**config.mk**
```make
export PLATFORM = sky130hd
export DESIGN_NAME = lifo_stack_with_middle_insert
export DESIGN_NICKNAME = d
export VERILOG_FILES = /design/src/sv/lsmi_pkg.sv /design/src/sv/lifo_stack_with_middle_insert.sv /design/src/sv/lsmi_cell.sv
export SDC_FILE = /design/constraint.sdc
export NUM_CORES = 1
export LEC_CHECK = 0
export BUFFER_PORTS_ARGS = -buffer_cell sky130_fd_sc_hd__buf_2
export CAP_MARGIN = 20
export CORE_AREA = 2 2 113 115
export CTS_BUF_LIST = sky130_fd_sc_hd__clkbuf_4 sky130_fd_sc_hd__clkbuf_8 sky130_fd_sc_hd__clkbuf_16
export DETAILED_ROUTE_END_ITERATION = 10
export DIE_AREA = 0 0 115 117
export PLACE_DENSITY = 0.87
export SYNTH_ARGS = -nofsm -noshare
export SYNTH_HDL_FRONTEND = slang
export SYNTH_SLANG_ARGS = --single-unit
```
**constraint.sdc**
```tcl
create_clock -name clk -period 8.17 [get_ports clk]
set_input_delay 1.634 -clock clk [delete_from_list [all_inputs] [get_ports clk]]
set_output_delay 1.634 -clock clk [all_outputs]
set_load 0.05 [all_outputs]
```
**src/sv/lsmi_pkg.sv**
```systemverilog
// Package for the LIFO stack with middle insert.
// Holds operation and status codes, cell command type and defaults; no dependencies.
package lsmi_pkg;

    localparam int DEPTH_DEFAULT = 16;
    localparam logic [4:0] CAPACITY_RESET = 5'd16;
    localparam int MID_W = 8;

    typedef enum logic [2:0] {
        OP_PUSH   = 3'd0,
        OP_POP    = 3'd1,
        OP_PEEK   = 3'd2,
        OP_CLEAR  = 3'd3,
        OP_INSERT = 3'd4
    } op_t;

    typedef enum logic [1:0] {
        ST_OK    = 2'd0,
        ST_EMPTY = 2'd1,
        ST_FULL  = 2'd2
    } status_t;

    typedef enum logic [1:0] {
        CELL_HOLD   = 2'd0,
        CELL_DOWN   = 2'd1,
        CELL_UP     = 2'd2,
        CELL_INSERT = 2'd3
    } cell_mode_t;

    typedef struct packed {
        cell_mode_t       mode;
        logic [MID_W-1:0] mid;
    } cell_cmd_t;

endpackage

```
**src/sv/lifo_stack_with_middle_insert.sv**
```systemverilog
// A result is registered, valid in the cycle after its request is accepted.
// Throughput: one request per cycle; a request is held only while the output
// register is full and stalled. All cells of the chain shift together.
// Reset: fill count zero, capacity 16, output empty; cell contents are not
// cleared and are read only after being written.
module lifo_stack_with_middle_insert #(
    parameter int DEPTH = lsmi_pkg::DEPTH_DEFAULT
) (
    input  logic       clk,
    input  logic       rst_n,
    input  logic       capacity_we,
    input  logic [4:0] capacity_wdata,
    input  logic       in_valid,
    output logic       in_stall,
    input  logic [2:0] operation,
    input  logic [7:0] value,
    output logic       out_valid,
    input  logic       out_stall,
    output logic [7:0] data,
    output logic [1:0] status,
    output logic [4:0] count
);
    import lsmi_pkg::*;

    localparam int FILL_W = $clog2(DEPTH + 1);
    localparam int CMP_W = (FILL_W > 5) ? FILL_W : 5;

    logic [4:0]        capacity_reg;
    logic [FILL_W-1:0] fill_reg;
    logic [FILL_W-1:0] fill_next;
    logic              out_valid_reg;
    logic [7:0]        data_reg;
    logic [7:0]        data_next;
    logic [1:0]        status_reg;
    logic [1:0]        status_next;
    logic [4:0]        count_reg;

    logic              in_acc;
    logic [CMP_W-1:0]  fill_cmp;
    logic [CMP_W-1:0]  cap_cmp;
    logic [CMP_W-1:0]  depth_cmp;
    logic [CMP_W-1:0]  lim;
    logic              full;
    logic              empty;
    cell_cmd_t         cmd;
    logic [7:0]        cell_q [DEPTH];

    assign in_stall = out_valid_reg & out_stall;
    assign in_acc = in_valid & ~in_stall;

    assign fill_cmp = CMP_W'(fill_reg);
    assign cap_cmp = CMP_W'(capacity_reg);
    assign depth_cmp = CMP_W'(DEPTH);
    assign lim = (cap_cmp < depth_cmp) ? cap_cmp : depth_cmp;
    assign full = (fill_cmp >= lim);
    assign empty = (fill_reg == '0);

    always_comb
    begin
        fill_next = fill_reg;
        data_next = 8'h00;
        status_next = ST_OK;
        cmd.mode = CELL_HOLD;
        cmd.mid = MID_W'(fill_reg >> 1);
        if (in_acc)
        begin
            case (operation)
                OP_PUSH:
                begin
                    if (full)
                        status_next = ST_FULL;
                    else
                    begin
                        cmd.mode = CELL_DOWN;
                        fill_next = fill_reg + 1'b1;
                    end
                end
                OP_POP:
                begin
                    if (empty)
                        status_next = ST_EMPTY;
                    else
                    begin
                        cmd.mode = CELL_UP;
                        data_next = cell_q[0];
                        fill_next = fill_reg - 1'b1;
                    end
                end
                OP_PEEK:
                begin
                    if (empty)
                        status_next = ST_EMPTY;
                    else
                        data_next = cell_q[0];
                end
                OP_CLEAR:
                    fill_next = '0;
                OP_INSERT:
                begin
                    if (empty)
                        status_next = ST_EMPTY;
                    else if (full)
                        status_next = ST_FULL;
                    else
                    begin
                        cmd.mode = CELL_INSERT;
                        fill_next = fill_reg + 1'b1;
                    end
                end
                default:
                    fill_next = fill_reg;
            endcase
        end
    end

    genvar gi;
    generate
        for (gi = 0; gi < DEPTH; gi++)
        begin : g_cell
            logic [7:0] above_w;
            logic [7:0] below_w;
            if (gi == 0)
            begin : g_top
                assign above_w = value;
            end
            else
            begin : g_mid
                assign above_w = cell_q[gi-1];
            end
            if (gi == DEPTH - 1)
            begin : g_bot
                assign below_w = 8'h00;
            end
            else
            begin : g_inner
                assign below_w = cell_q[gi+1];
            end
            lsmi_cell #(
                .INDEX(gi)
            ) u_cell (
                .clk       (clk),
                .cmd       (cmd),
                .ins_value (value),
                .above     (above_w),
                .below     (below_w),
                .q         (cell_q[gi])
            );
        end
    endgenerate

    always_ff @(posedge clk or negedge rst_n)
    begin
        if (!rst_n)
        begin
            capacity_reg <= CAPACITY_RESET;
            fill_reg <= '0;
            out_valid_reg <= 1'b0;
        end
        else
        begin
            if (capacity_we)
                capacity_reg <= capacity_wdata;
            fill_reg <= fill_next;
            // advance the output register on a new request, drop it once taken
            if (in_acc)
                out_valid_reg <= 1'b1;
            else if (!out_stall)
                out_valid_reg <= 1'b0;
        end
    end

    always_ff @(posedge clk)
    begin
        if (in_acc)
        begin
            data_reg <= data_next;
            status_reg <= status_next;
            count_reg <= 5'(fill_next);
        end
    end

    assign out_valid = out_valid_reg;
    assign data = data_reg;
    assign status = status_reg;
    assign count = count_reg;

`ifndef SYNTH
    a_fill_bound: assert property (@(posedge clk) disable iff (!rst_n)
        CMP_W'(fill_reg) <= depth_cmp)
        else $error("fill count above depth");

    a_push_grows: assert property (@(posedge clk) disable iff (!rst_n)
        (in_acc && operation == OP_PUSH && !full) |=>
        (fill_reg == $past(fill_reg) + 1'b1) && out_valid)
        else $error("accepted push did not grow the stack");

    a_clear_empties: assert property (@(posedge clk) disable iff (!rst_n)
        (in_acc && operation == OP_CLEAR) |=> (fill_reg == '0) && (count == 5'd0))
        else $error("clear left bytes in the stack");

    a_empty_no_data: assert property (@(posedge clk) disable iff (!rst_n)
        (out_valid && status == ST_EMPTY) |-> (data == 8'h00))
        else $error("empty status with nonzero data");

    a_count_matches: assert property (@(posedge clk) disable iff (!rst_n)
        $past(in_acc) |-> (count == 5'(fill_reg)))
        else $error("reported count differs from fill");
`endif

endmodule

```
**src/sv/lsmi_cell.sv**
```systemverilog
// One stack cell, indexed from the top of the stack (cell 0 holds the top byte).
// Depends on lsmi_pkg for the command struct.
module lsmi_cell #(
    parameter int INDEX = 0
) (
    input  logic               clk,
    input  lsmi_pkg::cell_cmd_t cmd,
    input  logic [7:0]         ins_value,
    input  logic [7:0]         above,
    input  logic [7:0]         below,
    output logic [7:0]         q
);
    import lsmi_pkg::*;

    logic [7:0] q_reg;
    logic [7:0] q_next;
    logic [MID_W-1:0] my_index;

    assign my_index = MID_W'(INDEX);

    always_comb
    begin
        q_next = q_reg;
        case (cmd.mode)
            CELL_HOLD:   q_next = q_reg;
            CELL_DOWN:   q_next = above;
            CELL_UP:     q_next = below;
            CELL_INSERT:
            begin
                // cells nearer the top than the middle hold, the middle takes the byte
                if (my_index == cmd.mid)
                    q_next = ins_value;
                else if (my_index > cmd.mid)
                    q_next = above;
            end
            default:     q_next = q_reg;
        endcase
    end

    always_ff @(posedge clk)
    begin
        q_reg <= q_next;
    end

    assign q = q_reg;

endmodule

```
==> results.py, run 1 <==
metrics = {
    "clocking": {
        "cts_tree": "done",
        "cts_sinks": 154,
        "root_buffer": "clkbuf_16",
        "htree_levels": 4,
        "cts_buffers": 17,
        "clockBufferDepth": 2,
        "cts_hold_buf": 0,
        "cts_setup_buffers": 0,
        "path_clk_slew_ps": 60,
        "cts_resized": 0,
        "clock_latency_ps": 440,
    },
    "floorplanning": {
        "die_area_sq_mm": 0.0135,
        "rows": 41,
        "pin_count": 38,
        "die_y_um": 117,
        "start_util_pct": 63.8,
        "dieWidth_um": 115,
        "core_sq_mm": 0.0123,
    },
    "global_route": {
        "grt_first_pass_wirelength_mm": 32.4,
        "overflow": 0,
        "grt_pass1_vias": 6108,
        "antenna_found_initial": 0,
        "grt_start_max_net_pins": 77,
        "gr-usage-all-layers_pct": 32.0,
    },
    "place": {
        "place_ws_ps": 3560,
        "dpl_cell_area_sq_mm": 0.00810,
        "placed_cells": 874,
        "dpl.hpwl_mm": 13.9,
        "portBuffers": 37,
        "gp_congestion": 0.942,
    },
    "run": {
        "maxCapViolCount": 0,
    },
    "route": {
        "finalWirelength_mm": 20.6,
        "drcViolationCount": 0,
        "dr.pass1.iters": 6,
        "drt_iter0_drc": 912,
        "dr_total_vias": 6322,
        "via_per_inst": 6.98,
        "ant_nets": 0,
        "routedWlPerCell_um": 22.7,
    },
    "power": {
        "leakagePower_nw": 3.15,
        "power.density_mw_per_mm2": 260,
        "comb_power_share_pct": 20.3,
        "pwr-share-clk_pct": 34.2,
        "intPower_mw": 1.56,
        "power_mw": 2.26,
        "swShare_pct": 30.9,
        "ir_drop_mv": 0.196,
        "power_frac_seq_pct": 45.6,
        "power_switching_uw": 698,
    },
    "logic_synthesis": {
        "synth_flop_cell": "edfxtp_1",
        "synth_fp_nets": 749,
        "syn_avg_cell_area_sq_um": 10.9,
        "ys_seq_area_share_pct": 58.2,
        "yosys_warnings": 0,
        "syn_inst": 721,
        "syn_area_sq_mm": 0.00786,
        "synth_seq_cells": 154,
        "synth-edff-count": 143,
        "synthArstFlopShare_pct": 7.14,
        "synthDistinctLibCells": 53,
    },
    "critical_path": {
        "critPathTopFamily": "simple AND/OR/NAND/NOR gates",
        "r2r_slack_ps": 4090,
        "cp.required_ps": 8350,
        "endpoint_kind": "flop",
        "timing.rr.end": "g_cell[9].u_cell.q[7]",
        "path_cells": "buf_2, nand2b_1, nor2_1, nand2_1, nor2_4, buf_4, mux2_2",
        "slowest_delay_ps": 790,
        "crit_type": "in -> reg",
        "reg2regPathDepth": 7,
        "worstSetupStartpointType": "primary input",
        "crit_path_top_delay_cell": "nor2_4",
        "critPathArrivalTime_ps": 4420,
        "critPathMaxFanout": 76,
        "timing.rr.start": "fill_cmp[4]",
        "crit_buf_inv": 2,
        "cp.depth": 7,
    },
    "min_path": {
        "hold_class": "reg -> reg",
        "min_to": "cap_cmp[0]",
        "whs_path_depth": 1,
        "hp-start": "cap_cmp[0]",
    },
    "timing": {
        "setup-tns-final_ps": 0,
        "fmax_mhz": 236,
        "setup-violations-final": 0,
        "relSlewSlack_pct": 32.4,
        "slew_viol_final": 0,
        "tightest_slew_ps": 1010,
        "skew_ps": 7.13,
        "rsz0062_at_grt": "false",
        "hold_viol": 0,
        "fin_hold_ws_ps": 519,
        "fin_crit_ps": 4240,
        "period_share_pct": 51.9,
        "worst_slack_ps": 3930,
    },
    "final_layout": {
        "drive_gt1_share_pct": 14.8,
        "largest_register_ffs": 128,
        "final_util_pct": 70.4,
        "synthToLayoutAreaGrowth_pct": 10.4,
        "diodes": 0,
        "final_cell_mix": "180 x nand2_1, 143 x edfxtp_1, 82 x o211ai_1",
        "final_common_cell": "nand2_1",
        "final_nets": 771,
        "stdcell_area_sq_mm": 0.00867,
        "n_fill_cell": 837,
        "final_cell_count_no_fill": 906,
    },
    "status": {
        "outcome": "finished, final reports clean",
    },
}
[worst max-delay path by stage]
stage,slack (ps),to,startpoint
detailed placement,3560,g_cell[0].u_cell.q[5],operation[2]
CTS,3980,g_cell[0].u_cell.q[5],operation[2]
finish,3930,g_cell[0].u_cell.q[4],operation[0]
global placement,3630,g_cell[0].u_cell.q[0],operation[2]
floorplan,4040,g_cell[10].u_cell.q[0],in_valid
global route,3680,g_cell[0].u_cell.q[7],operation[0]
[cell families (layout without fill, tap and decap cells)]
group | count (synthesis) | after routing | share of synthesized area, %
xor gates and xnor gates | 1 | 1 | 0.111
muxes | 14 | 14 | 1.99
DFF | 154 | 154 | 58.2
buffers and inverters | 58 | 93 | 3.12
adders and majority gates | 7 | 7 | 1.11
AOI/OAI and AO/OA | 232 | 232 | 21.2
and+or+nand+nor | 255 | 255 | 14.3
[Yosys cell counts (all sizes together), types with 9 or more instances]
cell	instances	area share, %
clkbuf	24	1.1
a21oi	15	0.96
nand3	11	0.70
a31oi	10	0.80
a22oi	37	3.5
buf	15	1.1
o21ai	48	3.1
edfxtp	143	55
dfrtp	10	3.2
mux2	13	1.9
inv	19	0.91
nand2	184	8.9
nor2	17	1.0
o211ai	92	9.4
and2	11	0.88
a22o	9	1.0
[power by group through the flow]
stage	clock, mW	combinational, mW	sequential, mW
2_1_floorplan	0	0.323	1.03
3_3_place_gp	0	0.431	1.04
5_1_grt	0.807	0.499	1.03
6_report	0.772	0.458	1.03
3_5_place_dp	0	0.444	1.04
4_1_cts	0.773	0.449	1.03
[layer usage]
metal  up-vias  global-route usage, %  share of wire (%)
met5         -                      0                  0
met4         0                   15.8                3.6
met3        70                   8.14                 11
met2       473                   48.9                 47
met1      2996                   43.3                 39
li1       2783                      -                  -
[area by class of cell]
class	count	area, sq um	share of cell area [%]
clock buffer	20	448	5.16
clock inverter	12	124	1.43
inverter	19	71.3	0.822
multi-input combinational	509	3050	35.2
sequential	154	4570	52.7
tap	150	188	2.16
timing repair buffer	42	223	2.57
(Power assumes the default switching activity.)
==> run 2, diff against run 1 <==
--- a/config.mk
+++ b/config.mk
@@ -7,11 +7,11 @@
 export LEC_CHECK = 0
 export BUFFER_PORTS_ARGS = -buffer_cell sky130_fd_sc_hd__buf_2
 export CAP_MARGIN = 20
-export CORE_AREA = 2 2 113 115
+export CORE_AREA = 2 2 116 118
 export CTS_BUF_LIST = sky130_fd_sc_hd__clkbuf_4 sky130_fd_sc_hd__clkbuf_8 sky130_fd_sc_hd__clkbuf_16
 export DETAILED_ROUTE_END_ITERATION = 10
-export DIE_AREA = 0 0 115 117
-export PLACE_DENSITY = 0.87
+export DIE_AREA = 0 0 118 120
+export PLACE_DENSITY = 0.83
 export SYNTH_ARGS = -nofsm -noshare
 export SYNTH_HDL_FRONTEND = slang
 export SYNTH_SLANG_ARGS = --single-unit
==> constraint.sdc (replaced) <==
create_clock -name clk -period 4.05 [get_ports clk]
set_input_delay 0.81 -clock clk [delete_from_list [all_inputs] [get_ports clk]]
set_output_delay 0.81 -clock clk [all_outputs]
set_load 0.05 [all_outputs]
==> results.py, run 2 (synthesis gave the netlist of run 1 again) <==
metrics = {
    "final_layout": {
        "multi_input_area_sq_mm": 0.00305,
        "final_common_cell": "nand2_1",
        "final_cell_count_no_fill": 951,
        "synthToLayoutAreaGrowth_pct": 13.3,
        "stdcell_area_sq_mm": 0.00890,
        "largest_register_ffs": 128,
        "diodes": 0,
        "final_nets": 790,
        "regArea_sq_mm": 0.00457,
        "n_fill_cell": 956,
        "drive_gt1_share_pct": 17.2,
        "final_cell_mix": "180 x nand2_1, 143 x edfxtp_1, 82 x o211ai_1",
    },
    "global_route": {
        "use_met3_pct": 6.51,
        "gr-usage-met1_pct": 41.6,
        "grt_start_max_net_pins": 57,
        "antenna_found_initial": 0,
        "busiest_layer": "met2",
        "grt_first_pass_wirelength_mm": 33.6,
        "grt_pass1_vias": 6212,
        "overflow": 0,
        "gr-usage-all-layers_pct": 31.2,
        "use_met2_pct": 49.3,
    },
    "clocking": {
        "clock_latency_ps": 450,
        "cts_sinks": 154,
        "root_buffer": "clkbuf_16",
        "path_clk_slew_ps": 60,
        "htree_levels": 4,
        "clockBufferDepth": 2,
        "cts_resized": 0,
        "cts_hold_buf": 0,
        "cts_setup_buffers": 0,
        "cts_tree": "done",
        "cts_buffers": 17,
    },
    "place": {
        "placed_cells": 919,
        "dpl.hpwl_mm": 14.5,
        "dpl_cell_area_sq_mm": 0.00829,
        "portBuffers": 37,
        "gp_congestion": 0.932,
        "place_ws_ps": 618,
    },
    "power": {
        "pwr-share-clk_pct": 35.5,
        "leakagePower_nw": 3.27,
        "comb_power_share_pct": 21.4,
        "power.density_mw_per_mm2": 530,
        "power_frac_seq_pct": 43.1,
        "swShare_pct": 31.0,
        "intPower_mw": 3.25,
        "power_switching_mw": 1.46,
        "ir_drop_mv": 0.319,
    },
    "min_path": {
        "hold_class": "in -> async",
    },
    "critical_path": {
        "critPathMaxFanout": 9,
        "worstSetupStartpointType": "flop",
        "path_cells": "inv_1, ha_1, a21oi_1, nand2_1, o21ai_1, buf_4, o211ai_1, a22oi_1, o21ai_0",
        "critPathArrivalTime_ps": 3640,
        "crit_type": "reg -> reg",
        "slowest_delay_ps": 570,
        "endpoint_kind": "flop",
        "crit_buf_inv": 2,
        "crit_path_top_delay_cell": "o21ai_1",
        "cp.required_ps": 4220,
        "critPathTopFamily": "compound AO/OA/AOI/OAI gates",
    },
    "floorplanning": {
        "die_y_um": 120,
        "die_area_sq_mm": 0.0142,
        "core_sq_mm": 0.0130,
        "rows": 42,
        "dieWidth_um": 118,
        "start_util_pct": 60.5,
        "pin_count": 38,
    },
    "route": {
        "dr_total_vias": 6476,
        "routedWlPerCell_um": 22.3,
        "finalWirelength_mm": 21.3,
        "drt_iter0_drc": 1166,
        "drcViolationCount": 0,
        "ant_nets": 0,
        "via_per_inst": 6.81,
        "dr.pass1.iters": 6,
    },
    "timing": {
        "skew_ps": 9.64,
        "period_share_pct": 85.7,
        "fin_crit_ps": 3470,
        "setup-violations-final": 0,
        "hold_viol": 0,
        "tightest_slew_ps": 843,
        "fmax_mhz": 288,
        "setup-tns-final_ps": 0,
        "relSlewSlack_pct": 43.7,
        "rsz0062_at_grt": "false",
        "worst_slack_ps": 579,
        "fin_hold_ws_ps": 224,
        "slew_viol_final": 0,
    },
    "status": {
        "outcome": "finished, final reports clean",
    },
    "run": {
        "maxCapViolCount": 0,
    },
}
## run 2: area by class of cell
cell class / count / area share, %
clock buffers: 20 / 5.03
clock inverters: 12 / 1.86
inverters: 19 / 0.801
multi-input cells: 509 / 34.3
flip-flops and latches: 154 / 51.3
well taps: 176 / 2.47
repair buffers: 61 / 4.24
## run 2: power by group through the flow
stage / Clock [mW] / Sequential, mW / Combinational (mW)
detailed placement: 0 / 2.06 / 0.983
floorplan: 0 / 2.09 / 0.652
finish: 1.67 / 2.03 / 1.01
CTS: 1.67 / 2.03 / 0.990
global placement: 0 / 2.06 / 0.962
global route: 1.74 / 2.04 / 1.09
## run 2: routing by layer
layer / wire [um] / share of wire, % / vias up
met2: 10100 / 48 / 470
met5: 0 / 0 / -
met1: 8090 / 38 / 3116
met3: 2310 / 11 / 63
met4: 733 / 3.4 / 0
li1: - / - / 2827
## run 2: path summary, 6_finish.rpt
path | start | depth (start not counted) | slack, ps | endpoint
worst min register to register | cap_cmp[1] | 1 | 510 | cap_cmp[1]
max in group asynchronous | rst_n | 1 | 3570 | cap_cmp[4]
min in group clk | cap_cmp[1] | 1 | 510 | cap_cmp[1]
worst min-delay path | rst_n | 1 | 220 | fill_cmp[4]
worst max register to register | cap_cmp[4] | 9 | 580 | g_cell[2].u_cell.q[1]
worst max-delay path | cap_cmp[4] | 9 | 580 | g_cell[2].u_cell.q[1]
## run 2: through the flow
stage,total power [mW],utilization (%)
detailed placement,3.04,63.9
floorplan,2.74,-
global route,4.87,68.6
finish,4.72,68.6
CTS,4.69,68.6
global placement,3.02,63.9
## run 2: worst register-to-register path: cells and delay by family, from the launching register on
kind	cells	cell delay, ps
DFF	1	530
and+or+nand+nor	1	140
buffers and inverters	2	420
AOI/OAI and AO/OA	5	1750
adders and majority gates	1	360
==> run 3, diff against run 2 <==
--- a/config.mk
+++ b/config.mk
@@ -8,7 +8,7 @@
 export BUFFER_PORTS_ARGS = -buffer_cell sky130_fd_sc_hd__buf_2
 export CAP_MARGIN = 20
 export CORE_AREA = 2 2 116 118
-export CTS_BUF_LIST = sky130_fd_sc_hd__clkbuf_4 sky130_fd_sc_hd__clkbuf_8 sky130_fd_sc_hd__clkbuf_16
+export CTS_BUF_LIST = sky130_fd_sc_hd__clkbuf_8 sky130_fd_sc_hd__clkbuf_16
 export DETAILED_ROUTE_END_ITERATION = 10
 export DIE_AREA = 0 0 118 120
 export PLACE_DENSITY = 0.83
==> constraint.sdc (replaced) <==
create_clock -name clk -period 3.6 [get_ports clk]
set_input_delay 0.72 -clock clk [delete_from_list [all_inputs] [get_ports clk]]
set_output_delay 0.72 -clock clk [all_outputs]
set_load 0.05 [all_outputs]
==> results.py, run 3 (synthesis gave the netlist of run 1 again) <==
metrics = {
    "status": {
        "outcome": "finished, final reports clean",
    },
    "power": {
        "power_frac_seq_pct": 45.2,
        "power.density_mw_per_mm2": 574,
        "comb_power_share_pct": 22.3,
        "power_switching_mw": 1.59,
        "pwr-share-clk_pct": 32.5,
        "swShare_pct": 31.4,
        "leakagePower_nw": 3.24,
        "power_mw": 5.06,
        "ir_drop_mv": 0.379,
        "intPower_mw": 3.47,
    },
    "final_layout": {
        "n_fill_cell": 976,
        "final_cell_mix": "180 x nand2_1, 143 x edfxtp_1, 82 x o211ai_1",
        "diodes": 0,
        "final_util_pct": 68.0,
        "synthToLayoutAreaGrowth_pct": 12.3,
        "final_common_cell": "nand2_1",
        "drive_gt1_share_pct": 16.6,
        "largest_register_ffs": 128,
        "final_nets": 792,
        "final_cell_count_no_fill": 951,
    },
    "place": {
        "gp_congestion": 0.980,
        "placed_cells": 921,
        "dpl.hpwl_mm": 14.4,
        "portBuffers": 37,
    },
    "timing": {
        "setup-violations-final": 0,
        "skew_ps": 6.56,
        "relSlewSlack_pct": 46.0,
        "fin_crit_ps": 3260,
        "rsz0062_at_grt": "false",
        "setup-tns-final_ps": 0,
        "period_share_pct": 90.5,
        "slew_viol_final": 0,
        "tightest_slew_ps": 807,
        "fmax_mhz": 307,
        "hold_viol": 0,
    },
    "route": {
        "finalWirelength_mm": 21.1,
        "dr.pass1.iters": 5,
        "drt_iter0_drc": 1149,
        "drcViolationCount": 0,
        "routedWlPerCell_um": 22.2,
        "ant_nets": 0,
        "via_per_inst": 6.78,
        "dr_total_vias": 6444,
    },
    "global_route": {
        "grt_first_pass_wirelength_mm": 33.9,
        "use_met2_pct": 47.3,
        "antenna_found_initial": 0,
        "grt_start_max_net_pins": 47,
        "gr-usage-met1_pct": 44.0,
        "gr-usage-all-layers_pct": 31.1,
        "busiest_layer": "met2",
        "overflow": 0,
        "use_met3_pct": 6.37,
        "grt_pass1_vias": 6231,
    },
    "clocking": {
        "cts_tree": "done",
        "root_buffer": "clkbuf_16",
        "htree_levels": 4,
        "cts_hold_buf": 0,
        "cts_resized": 0,
        "clock_latency_ps": 430,
        "path_clk_slew_ps": 60,
        "cts_setup_buffers": 0,
        "cts_sinks": 154,
        "clockBufferDepth": 2,
        "cts_buffers": 17,
    },
    "critical_path": {
        "endpoint_kind": "flop",
        "timing.rr.end": "g_cell[14].u_cell.q[3]",
        "r2r_slack_ps": 340,
        "crit_path_top_delay_cell": "nor2_1",
        "crit_buf_inv": 1,
        "path_cells": "inv_1, ha_1, a21oi_1, o211ai_2, o21ai_0, nand2_1, nor2_1",
        "critPathMaxFanout": 10,
        "reg2regPathDepth": 7,
        "timing.critical_path.from": "cap_cmp[4]",
        "critPathTopFamily": "compound AO/OA/AOI/OAI gates",
        "cp.required_ps": 3650,
        "worstSetupStartpointType": "flop",
        "crit_type": "reg -> reg",
        "cp.depth": 7,
        "slowest_delay_ps": 670,
        "crit_end": "g_cell[14].u_cell.q[3]",
        "critPathArrivalTime_ps": 3310,
        "timing.rr.start": "cap_cmp[4]",
    },
    "floorplanning": {
        "rows": 42,
        "pin_count": 38,
        "start_util_pct": 60.5,
        "dieWidth_um": 118,
        "core_sq_mm": 0.0130,
        "die_y_um": 120,
        "die_area_sq_mm": 0.0142,
    },
    "run": {
        "maxCapViolCount": 0,
    },
    "min_path": {
        "hold_class": "in -> async",
    },
}
run 3: cell types whose count changed in the layout (fill, tap and decap cells not counted), sizes merged:
cell	change
buf	+2
clkbuf	-3
bufinv	-2
clkinv	+3
run 3: worst reg2reg max path, cell delays in order (launching register included):
cell      delay [ps]
dfstp_2          520
inv_1             80
ha_1             350
a21oi_1          450
o211ai_2         440
o21ai_0          180
nand2_1          190
nor2_1           670
run 3: power by group through the flow:
stage                     registers, mW  logic [mW]  clock network, mW
after global routing               2.30        1.23               1.73
after detailed placement           2.32        1.09                  0
after global placement             2.32        1.06                  0
after CTS                          2.29        1.10               1.65
final                              2.29        1.13               1.65
after floorplan                    2.35       0.733                  0
run 3: worst min path at each step:
stage | endpoint | slack (ps) | cells past startpoint
final | fill_cmp[4] | 150 | 1
after floorplan | cap_cmp[0] | 420 | 0
after global placement | cap_cmp[0] | 490 | 1
after detailed placement | cap_cmp[0] | 500 | 1
after CTS | fill_cmp[4] | 150 | 1
after global routing | fill_cmp[4] | 170 | 1
run 3: cell type report:
type	count	area, sq um	share of cell area (%)
Sequential cell	154	4570	51.8
Multi-Input combinational cell	509	3050	34.6
Clock buffer	17	425	4.82
Timing Repair Buffer	63	380	4.31
Tap cell	176	220	2.50
Clock inverter	13	105	1.19
Inverter	19	71.3	0.808
run 3: per-layer routing:
layer,routed length [um],vias to the layer above
li1,-,2818
met1,8440,3093
met2,9670,475
met3,2280,58
met4,666,0
met5,0,-
run 3: through the flow:
stage | hold slack, ps | setup slack [ps] | area, sq um
6_report | 150 | 342 | 8820
5_1_grt | 165 | 175 | 8820
2_1_floorplan | 424 | 384 | 7860
3_3_place_gp | 491 | 501 | 8290
4_1_cts | 148 | 402 | 8820
3_5_place_dp | 497 | 396 | 8290
